File: src/design/habd_pkg.sv
// Types and constants of the harsh braking / acceleration detector.
// No dependencies; imported by the detector, the result queue and the top level.
`default_nettype none

package habd_pkg;

   typedef enum logic {
      KIND_BRAKE = 1'b0,
      KIND_ACCEL = 1'b1
   } event_kind_type;

   typedef enum logic [1:0] {
      REG_BRAKE_START   = 2'd0,
      REG_BRAKE_RELEASE = 2'd1,
      REG_ACCEL_START   = 2'd2,
      REG_ACCEL_RELEASE = 2'd3
   } reg_index_type;

   localparam logic signed [15:0] BRAKE_START_RESET   = -16'sd768;
   localparam logic signed [15:0] BRAKE_RELEASE_RESET = -16'sd512;
   localparam logic signed [15:0] ACCEL_START_RESET   = 16'sd768;
   localparam logic signed [15:0] ACCEL_RELEASE_RESET = 16'sd512;

   localparam logic [15:0] TICK_LIMIT = 16'd65533;
   localparam logic [22:0] TICK_MS    = 23'd100;

   localparam int RSP_DEPTH     = 4;
   localparam int RSP_PTR_W     = $clog2(RSP_DEPTH);
   localparam int RSP_CNT_W     = $clog2(RSP_DEPTH + 1);

   // what one detector reports on the cycle an episode closes
   typedef struct packed {
      logic        fire;
      logic [22:0] duration_ms;
      logic [9:0]  start_speed;
   } det_event_type;

   typedef struct packed {
      event_kind_type kind;
      logic [22:0]    duration_ms;
      logic [9:0]     start_speed;
      logic [9:0]     end_speed;
      logic           last_event;
   } rsp_entry_type;

   typedef struct packed {
      logic          push0;
      rsp_entry_type entry0;
      logic          push1;
      rsp_entry_type entry1;
   } rsp_push_type;

endpackage

`default_nettype wire

File: src/design/habd_detector.sv
// One hysteresis episode detector (braking or acceleration, chosen by kind).
// Depends on habd_pkg.
`default_nettype none

module habd_detector (
   input  wire logic                    clock,
   input  wire logic                    reset,
   input  habd_pkg::event_kind_type     kind,
   input  wire logic                    proc,
   input  wire logic signed [15:0]      accel_sample,
   input  wire logic [9:0]              speed,
   input  wire logic signed [15:0]      start_level,
   input  wire logic signed [15:0]      release_level,
   output habd_pkg::det_event_type      evt
);
   import habd_pkg::*;

   logic        active_ff, active_in;
   logic [15:0] ticks_ff, ticks_in;
   logic [9:0]  start_speed_ff, start_speed_in;
   logic        start_hit, hold_hit, emit_ok;
   logic [15:0] ticks_p2;

   always_comb begin
      if (kind == KIND_ACCEL) begin
         start_hit = accel_sample >= start_level;
         hold_hit  = accel_sample >= release_level;
         emit_ok   = speed > start_speed_ff;
      end else begin
         start_hit = accel_sample <= start_level;
         hold_hit  = accel_sample <= release_level;
         // speed must fall by more than one
         emit_ok   = {1'b0, start_speed_ff} > ({1'b0, speed} + 11'd1);
      end

      ticks_p2        = ticks_ff + 16'd2;
      evt.fire        = 1'b0;
      evt.duration_ms = {7'd0, ticks_p2} * TICK_MS;
      evt.start_speed = start_speed_ff;

      active_in      = active_ff;
      ticks_in       = ticks_ff;
      start_speed_in = start_speed_ff;

      if (proc) begin
         if (!active_ff) begin
            if (start_hit) begin
               active_in      = 1'b1;
               ticks_in       = 16'd1;
               start_speed_in = speed;
            end else begin
               ticks_in = '0;
            end
         end else if (hold_hit) begin
            ticks_in = (ticks_ff < TICK_LIMIT) ? ticks_ff + 16'd1 : TICK_LIMIT;
         end else begin
            evt.fire  = emit_ok;
            active_in = 1'b0;
            ticks_in  = '0;
         end
      end
   end

   always_ff @(posedge clock) begin
      if (reset) begin
         active_ff      <= 1'b0;
         ticks_ff       <= '0;
         start_speed_ff <= '0;
      end else begin
         active_ff      <= active_in;
         ticks_ff       <= ticks_in;
         start_speed_ff <= start_speed_in;
      end
   end

endmodule

`default_nettype wire

File: src/design/habd_rsp_fifo.sv
// Result queue: up to two pushes and one pop per cycle.
// Depends on habd_pkg.
`default_nettype none

module habd_rsp_fifo (
   input  wire logic               clock,
   input  wire logic               reset,
   input  habd_pkg::rsp_push_type  push,
   input  wire logic               pop,
   output habd_pkg::rsp_entry_type head,
   output logic                    not_empty,
   output logic                    room2
);
   import habd_pkg::*;

   rsp_entry_type          mem [RSP_DEPTH];
   logic [RSP_PTR_W-1:0]   wr_ptr_ff, wr_ptr_in;
   logic [RSP_PTR_W-1:0]   rd_ptr_ff, rd_ptr_in;
   logic [RSP_CNT_W-1:0]   count_ff, count_in;
   logic [RSP_CNT_W-1:0]   n_push;

   always_comb begin
      n_push    = RSP_CNT_W'(push.push0) + RSP_CNT_W'(push.push1);
      wr_ptr_in = wr_ptr_ff + RSP_PTR_W'(n_push);
      rd_ptr_in = rd_ptr_ff + RSP_PTR_W'(pop);
      count_in  = count_ff + n_push - RSP_CNT_W'(pop);
      not_empty = count_ff != '0;
      room2     = count_ff <= RSP_CNT_W'(RSP_DEPTH - 2);
      head      = mem[rd_ptr_ff];
   end

   always_ff @(posedge clock) begin
      if (push.push0) begin
         mem[wr_ptr_ff] <= push.entry0;
      end
      if (push.push1) begin
         mem[wr_ptr_ff + RSP_PTR_W'(1)] <= push.entry1;
      end
   end

   always_ff @(posedge clock) begin
      if (reset) begin
         wr_ptr_ff <= '0;
         rd_ptr_ff <= '0;
         count_ff  <= '0;
      end else begin
         wr_ptr_ff <= wr_ptr_in;
         rd_ptr_ff <= rd_ptr_in;
         count_ff  <= count_in;
      end
   end

endmodule

`default_nettype wire

File: src/design/harsh_accel_brake_detector.sv
// Harsh braking / harsh acceleration event detector, top level.
// Depends on habd_pkg, habd_detector and habd_rsp_fifo.
//
// Usage:
//   req_* carries one sample per transaction (acceleration and the speed of
//   the preceding sample). rsp_* carries event transactions; a sample makes
//   zero, one or two of them, braking first, last_event set on the final one.
//   csr_* is an APB-style port holding the four threshold levels at byte
//   addresses 0, 4, 8 and 12; pready is tied high, reads return the level
//   sign-extended to 32 bits.
//   A sample is held in the input register, then passes through the
//   detector into the result queue, whose head drives rsp_*.
//   Throughput: one sample per cycle while req_stall is low; events leave one
//   per cycle while rsp_stall is low, so a sample that closes both episodes gives two events in turn.
//   The four-entry result queue absorbs that; req_stall rises only while
//   the queue has fewer than two free entries and a sample is waiting.
//   Stalling rsp_stall holds the head event and backs up into req_stall.
//   Reset (synchronous) idles both detectors, empties the queue and restores
//   the default levels.
`default_nettype none

module harsh_accel_brake_detector (
   input  wire logic               clock,
   input  wire logic               reset,

   input  wire logic               req_valid,
   output logic                    req_stall,
   input  wire logic signed [15:0] req_accel_sample,
   input  wire logic [9:0]         req_speed_before,

   output logic                    rsp_valid,
   input  wire logic               rsp_stall,
   output logic                    rsp_event_kind,
   output logic [22:0]             rsp_duration_ms,
   output logic [9:0]              rsp_start_speed,
   output logic [9:0]              rsp_end_speed,
   output logic                    rsp_last_event,

   input  wire logic               csr_psel,
   input  wire logic               csr_penable,
   input  wire logic               csr_pwrite,
   input  wire logic [3:0]         csr_paddr,
   input  wire logic [31:0]        csr_pwdata,
   output logic [31:0]             csr_prdata,
   output logic                    csr_pready
);
   import habd_pkg::*;

   logic signed [15:0] brake_start_ff, brake_release_ff;
   logic signed [15:0] accel_start_ff, accel_release_ff;
   logic               csr_write;
   reg_index_type      csr_index;
   logic signed [15:0] csr_rd_level;

   logic               in_valid_ff, in_valid_in;
   logic signed [15:0] sample_ff;
   logic [9:0]         speed_ff;
   logic               accept, proc;

   det_event_type      brake_evt, accel_evt;
   rsp_push_type       push;
   rsp_entry_type      head;
   logic               not_empty, room2;

   // configuration
   assign csr_pready = 1'b1;
   assign csr_write  = csr_psel && csr_penable && csr_pwrite && csr_pready;
   assign csr_index  = reg_index_type'(csr_paddr[3:2]);

   always_comb begin
      unique case (csr_index)
         REG_BRAKE_START:   csr_rd_level = brake_start_ff;
         REG_BRAKE_RELEASE: csr_rd_level = brake_release_ff;
         REG_ACCEL_START:   csr_rd_level = accel_start_ff;
         REG_ACCEL_RELEASE: csr_rd_level = accel_release_ff;
         default:           csr_rd_level = '0;
      endcase
      csr_prdata = {{16{csr_rd_level[15]}}, csr_rd_level};
   end

   always_ff @(posedge clock) begin
      if (reset) begin
         brake_start_ff   <= BRAKE_START_RESET;
         brake_release_ff <= BRAKE_RELEASE_RESET;
         accel_start_ff   <= ACCEL_START_RESET;
         accel_release_ff <= ACCEL_RELEASE_RESET;
      end else if (csr_write) begin
         unique case (csr_index)
            REG_BRAKE_START:   brake_start_ff   <= csr_pwdata[15:0];
            REG_BRAKE_RELEASE: brake_release_ff <= csr_pwdata[15:0];
            REG_ACCEL_START:   accel_start_ff   <= csr_pwdata[15:0];
            REG_ACCEL_RELEASE: accel_release_ff <= csr_pwdata[15:0];
            default: ;
         endcase
      end
   end

   // input register; the held sample is processed once the queue has room
   assign proc      = in_valid_ff && room2;
   assign req_stall = in_valid_ff && !room2;
   assign accept    = req_valid && !req_stall;

   always_comb begin
      if (accept) begin
         in_valid_in = 1'b1;
      end else if (proc) begin
         in_valid_in = 1'b0;
      end else begin
         in_valid_in = in_valid_ff;
      end
   end

   always_ff @(posedge clock) begin
      if (reset) begin
         in_valid_ff <= 1'b0;
      end else begin
         in_valid_ff <= in_valid_in;
      end
   end

   always_ff @(posedge clock) begin
      if (accept) begin
         sample_ff <= req_accel_sample;
         speed_ff  <= req_speed_before;
      end
   end

   habd_detector u_brake (
      .clock         (clock),
      .reset         (reset),
      .kind          (KIND_BRAKE),
      .proc          (proc),
      .accel_sample  (sample_ff),
      .speed         (speed_ff),
      .start_level   (brake_start_ff),
      .release_level (brake_release_ff),
      .evt           (brake_evt)
   );

   habd_detector u_accel (
      .clock         (clock),
      .reset         (reset),
      .kind          (KIND_ACCEL),
      .proc          (proc),
      .accel_sample  (sample_ff),
      .speed         (speed_ff),
      .start_level   (accel_start_ff),
      .release_level (accel_release_ff),
      .evt           (accel_evt)
   );

   // braking goes first when both episodes close on one sample
   always_comb begin
      push.push0              = brake_evt.fire || accel_evt.fire;
      push.push1              = brake_evt.fire && accel_evt.fire;
      push.entry0.kind        = brake_evt.fire ? KIND_BRAKE : KIND_ACCEL;
      push.entry0.duration_ms = brake_evt.fire ? brake_evt.duration_ms
                                               : accel_evt.duration_ms;
      push.entry0.start_speed = brake_evt.fire ? brake_evt.start_speed
                                               : accel_evt.start_speed;
      push.entry0.end_speed   = speed_ff;
      push.entry0.last_event  = !push.push1;
      push.entry1.kind        = KIND_ACCEL;
      push.entry1.duration_ms = accel_evt.duration_ms;
      push.entry1.start_speed = accel_evt.start_speed;
      push.entry1.end_speed   = speed_ff;
      push.entry1.last_event  = 1'b1;
   end

   habd_rsp_fifo u_rsp_fifo (
      .clock     (clock),
      .reset     (reset),
      .push      (push),
      .pop       (rsp_valid && !rsp_stall),
      .head      (head),
      .not_empty (not_empty),
      .room2     (room2)
   );

   assign rsp_valid       = not_empty;
   assign rsp_event_kind  = head.kind;
   assign rsp_duration_ms = head.duration_ms;
   assign rsp_start_speed = head.start_speed;
   assign rsp_end_speed   = head.end_speed;
   assign rsp_last_event  = head.last_event;

endmodule

`default_nettype wire

File: config.mk
export PLATFORM = sky130hd
export DESIGN_NAME = harsh_accel_brake_detector
export DESIGN_NICKNAME = d
export VERILOG_FILES = /design/src/design/habd_pkg.sv /design/src/design/habd_detector.sv /design/src/design/habd_rsp_fifo.sv /design/src/design/harsh_accel_brake_detector.sv
export SDC_FILE = /design/constraint.sdc
export NUM_CORES = 1
export LEC_CHECK = 0
export BUFFER_PORTS_ARGS = -buffer_cell sky130_fd_sc_hd__buf_2
export CELL_PAD_IN_SITES_DETAIL_PLACEMENT = 1
export CELL_PAD_IN_SITES_GLOBAL_PLACEMENT = 2
export CORE_ASPECT_RATIO = 0.7
export CORE_MARGIN = 2
export CORE_UTILIZATION = 33
export CTS_CLUSTER_SIZE = 28
export DETAILED_ROUTE_END_ITERATION = 16
export PLACE_DENSITY = 0.68
export SLEW_MARGIN = 20
export SYNTH_ARGS = -nofsm -noshare
export SYNTH_HDL_FRONTEND = slang
export SYNTH_SLANG_ARGS = --single-unit
File: constraint.sdc
create_clock -name clock -period 7.12 [get_ports clock]
set_input_delay 1.424 -clock clock [delete_from_list [all_inputs] [get_ports clock]]
set_output_delay 1.424 -clock clock [all_outputs]
set_load 0.02 [all_outputs]
Word-level counts from Yosys, hierarchy flattened --
Memory sizes are Yosys's and may differ from the RTL's. A register that Yosys moved wholly into a read port is not among the register bits. Cells that the tools add are included.
Storage, ports and cells: input port bits 69, bits in read-only memories 0, memories kept 1, bits in latches 0, flip-flop bits (word level) 152, bits in writable memories 180
Memory list:
- u_rsp_fifo.mem | words 4, bits a word 45, rd ports 1, clocked after Yosys merged registers in 1, wr ports 2, line habd_rsp_fifo.sv:16 | rsp_entry_type mem [RSP_DEPTH];
Operators by class: reductions and logical operators 21, multiply operators 2, div/mod/pow operators 0, multiplexer cells 31, bitwise gates (word level) 2, magnitude comparators 9, eq/ne operators 3, $add $sub $neg 11, shift-type cells 0
Operators by type and width (number):
- 16-bit 2-to-1 mux | 6
- 16-bit case mux with 4 select lines | 1
- 16-bit by 5-bit multiplier with 21-bit output, second input constant | 2
- 16-bit by 1-bit adder with 16-bit output, second input constant | 2
- 16-bit by 2-bit adder with 16-bit output, second input constant | 2
- 16-bit >= comparator | 2
- 16-bit <= comparator | 2
- 16-bit less-than comparator, second input constant | 2
- 23-bit 2-to-1 mux | 1
- 1-bit 2-to-1 mux | 21
- 10-bit by 1-bit adder with 11-bit output, second input constant | 1
- 10-bit by 11-bit greater-than comparator with 1-bit output | 1
- 10-bit greater-than comparator | 1
- 10-bit 2-to-1 mux | 1
- 2-bit AND reduction | 4
- 1-bit logical AND | 7
- 3-bit AND reduction | 2
- 2-bit equality test, second input constant | 2
- 1-bit zero test | 4
- 3-bit adder | 1
- 3-bit by 2-bit <= comparator with 1-bit output, second input constant | 1
- 3-bit nonzero test | 1
- 3-bit by 1-bit subtractor with 3-bit output | 1
- 1-bit by 1-bit adder with 2-bit output | 1
- other kinds (9) | 10

Depth between registers and ports, before layout --
depth after elaboration 9, mapped depth 22, gate-level depth less buffers 19

By module --
Synthesis repeated with hierarchy kept, for this count alone.
Unflattened totals: cells, all modules 2091, area, all modules 23756.5 µm²
Modules (own cells, without submodules):
- habd_rsp_fifo | cells an instance 479, seq. area each 5545.3 µm², area each 9590.4 µm², times used 1
- habd_detector at u_accel | cells an instance 636, seq. area each 540.5 µm², area each 5027.3 µm², times used 1
- habd_detector at u_brake | cells an instance 610, seq. area each 540.5 µm², area each 4807.1 µm², times used 1
- harsh_accel_brake_detector | cells an instance 366, seq. area each 2082.0 µm², area each 4331.7 µm², times used 1

Least setup slack after synthesis --
OpenSTA, ideal clock, no wires.
path type register to register, start point register speed_ff[2], end point memory u_rsp_fifo.mem[3][10] (netlist name), enable pin, library setup time 0.419 ns, buffers on the path 4, data arrival time 4.636 ns, slack 2.065 ns, cell stages (with the launch flop) 21, data required time 6.701 ns, cell sequence edfxtp_1 clkbuf_1 nand3_1 nor2_1 nand3_1 xor2_1 ha_1 nand3_1 nor3_1 a21oi_1 nand4_1 o21bai_1 nor2_8 inv_4 buf_6 ha_1 inv_1 nand3_1 buf_1 nand2_1 clkbuf_1
RTL lines:
- start, declared | line harsh_accel_brake_detector.sv:57 | logic [9:0] speed_ff;
- start signal, assigned | line harsh_accel_brake_detector.sv:124 | speed_ff <= req_speed_before;
- end, declared | line habd_rsp_fifo.sv:16

==> run summary <==
Outcome = finished clean
Worst path required time = 7.36 ns
Post-synth EDFFs = 190
P_int = 3.465 mW
Post-Layout Cell Count = 2877
Sequential cell area fraction in the yosys report = 0.4127
Synth warn = 0
RSZ-0062 raised after global routing = false
Number of diodes = 0
CP max FO = 39
Critical path arrival = 6.00 ns
Chip height = 211.7 microns
Worst setup margin = 1.367 ns
Area grow syn2layout = 12.14%
Post-route cell area = 0.02279 sq mm
Fillers = 6901
Leakage = 9.255 nW
Hold Vio Cnt, Final = 0
Worst-Skew Late Latency = 0.57 ns
Post-CTS sizing = 0
Cell row count = 76
# hold bufs at CTS = 0
Yosys reg bits = 324
Post-CTS setup buffer count = 0
Final Max Tran Viols = 0
Global Route Usage Sum = 0.1919
Finished Core Util = 0.3722
Relative slew slack = 0.2248
Period Utilization, post-route = 0.8080
Psw = 1.478 mW
Synth cell types = 74
Flop pwr share = 0.425
Starting Density = 0.3319
Peak supply drop = 0.0001366 V
DR WL/cell = 21.02 microns
Die width = 300.6 microns
Switch share = 0.2991
Initial antenna violation count = 0
Routed WL = 60.47 mm
Max Cap Viol = 0
Synthesized area = 0.02033 sq mm
Reg clk slew, reported paths = 0.06 ns
Share of layout cells above drive strength 1 = 0.1467
TritonCTS Buffers = 39
Final net count = 2323
Hold depth = 2
WS Path Type = reg -> reg
First-pass GRT wire length = 94.76 mm
Clock Skew = 0.01484 ns
Placed instance area = 0.02159 sq mm
Cell Pwr Density = 216.9 mW/mm^2
TritonCTS clock tree = yes
Min-delay worst type = reg -> reg
Root Driver = clkbuf_16
Slew @ Worst Pin = 1.160 ns
# IOs = 149
Syn_area_per_cell = 10.31 sq um
Crit path capture type = register
DR vias/cell = 5.206
Buffers on Ports = 127
Power, Total = 4.943 mW
Placed insts = 2807
Clk buf depth = 3
Ys async rst share = 0
Gp weighted congestion = 0.7911
Synth area leader = edfxtp_1
Fmax = 173.8 MHz
Mapped Cells = 1971
Clock Sinks = 324
Final number of setup-violating endpoints = 0
Core Region = 0.06124 sq mm
Largest net degree at the start of global routing = 53
Number of DRC markers in iteration 0 = 814
Synth top area cells = edfxtp_1, dfxtp_1, ha_1
First-pass iteration count of the detailed router = 5
H-tree depth = 2
Post-synth top flop = edfxtp_1
Via Count = 14980
CP Launch Type = register
Total global routing overflow = 0
Residual DRC = 0
Clock share of power = 0.390
Gate power share = 0.185
Antenna viol nets, final = 0
Synth top area share = 0.2807
Cells on worst reg2reg path = 13
Die area = 0.06363 sq mm
WHS = 0.4761 ns
Vias in the first global route = 15850
Dpl hpwl = 42.96 mm
Setup slack at placement = 1.426 ns
Min Tclk post-route = 5.753 ns
Fin Setup TNS = 0 ns
area by class of cell:
class | count | area (sq um) | share of cell area
timing repair buffer | 143 | 758.2 | 0.03326
sequential | 324 | 8393 | 0.3682
clock inverter | 17 | 135.1 | 0.005928
inverter | 191 | 719.4 | 0.03156
clock buffer | 53 | 1069 | 0.04688
multi-input combinational | 1330 | 10700 | 0.4692
tap | 819 | 1025 | 0.04496
Yosys cell counts, types with 11 or more instances:
| library cell | count |
|---|---|
| a22o_1 | 52 |
| a21oi_1 | 135 |
| o21ai_0 | 55 |
| nand4_1 | 23 |
| buf_4 | 21 |
| nor2_1 | 93 |
| and3_1 | 17 |
| xor2_1 | 45 |
| nand2_1 | 186 |
| o211ai_1 | 23 |
| and2_1 | 45 |
| mux4_2 | 59 |
| fa_1 | 21 |
| xnor2_1 | 45 |
| mux2i_1 | 22 |
| edfxtp_1 | 190 |
| nor3_1 | 19 |
| nand3_1 | 50 |
| nor2b_1 | 17 |
| inv_1 | 190 |
| a31oi_1 | 11 |
| a21o_1 | 16 |
| ha_1 | 204 |
| clkbuf_1 | 83 |
| dfxtp_1 | 134 |
| o22ai_1 | 67 |
| a211oi_1 | 15 |
| buf_1 | 15 |
power by group through the flow:
stage | sequential (mW) | clock [mW] | combinational (mW)
CTS | 2.10 | 1.99 | 0.939
finish | 2.10 | 1.93 | 0.914
global placement | 2.14 | 0 | 0.921
detailed placement | 2.14 | 0 | 0.933
global route | 2.11 | 2.06 | 1.01
floorplan | 2.10 | 0 | 0.664
cell usage in the layout (no fill, tap or decap), drive strengths merged, types with 53 or more instances in the layout:
master  netlist  final
a21oi       136    136
buf          44    143
clkbuf       83     53
dfxtp       134    134
edfxtp      190    190
ha          204    204
inv         191    193
mux4         59     59
nand2       186    186
nor2         97     97
o21ai        55     55
o22ai        73     73
worst max-delay path, stage by stage (launching register included):
cell	delay [ns]
edfxtp_1	0.47
ha_1	0.34
a21oi_1	0.13
nor2_1	0.05
a2111oi_0	0.56
o31ai_1	0.17
a21oi_1	0.32
xnor2_1	0.16
nand3_1	0.18
a211oi_1	0.52
ha_1	0.51
nand3b_1	0.77
nand2_4	0.84
buf_4	0.39
cell families (layout without fill, tap and decap cells):
family	Yosys count	count (layout)	share of synthesized area
muxes	89	89	0.08193
xor gates and xnor gates	90	90	0.03878
other	2	3	0.0003695
adders and majority gates	225	225	0.1463
DFF	324	324	0.4127
buffers and inverters	318	404	0.06383
AOI/OAI and AO/OA	436	436	0.1426
and+or+nand+nor	487	487	0.1136
metal layers:
| layer | vias to the layer above | global-route usage | part of all wire |
|---|---|---|---|
| li1 | 7244 | - | - |
| met1 | 7474 | 0.2825 | 0.51 |
| met2 | 207 | 0.3002 | 0.44 |
| met3 | 52 | 0.02740 | 0.037 |
| met4 | 0 | 0.03671 | 0.013 |
| met5 | - | 0 | 0 |
flip-flops by register name, indices dropped and copies added, names as in the netlist, 16 cells and up:
name,cells
u_rsp_fifo.mem,172
accel_release_ff,16
accel_start_ff,16
brake_release_ff,16
brake_start_ff,16
sample_ff,16
u_accel.ticks_ff,16
u_brake.ticks_ff,16
final timing paths:
| check | end | slack [ns] | startpoint |
|---|---|---|---|
| max | u_rsp_fifo.mem[3][32] | 1.37 | sample_ff[9] |
| min reg2reg | accel_release_ff[8] | 0.48 | accel_release_ff[8] |
| min | accel_release_ff[8] | 0.48 | accel_release_ff[8] |
| max reg2reg | u_rsp_fifo.mem[3][32] | 1.37 | sample_ff[9] |
No activity file was read; power rests on OpenSTA's default activity.
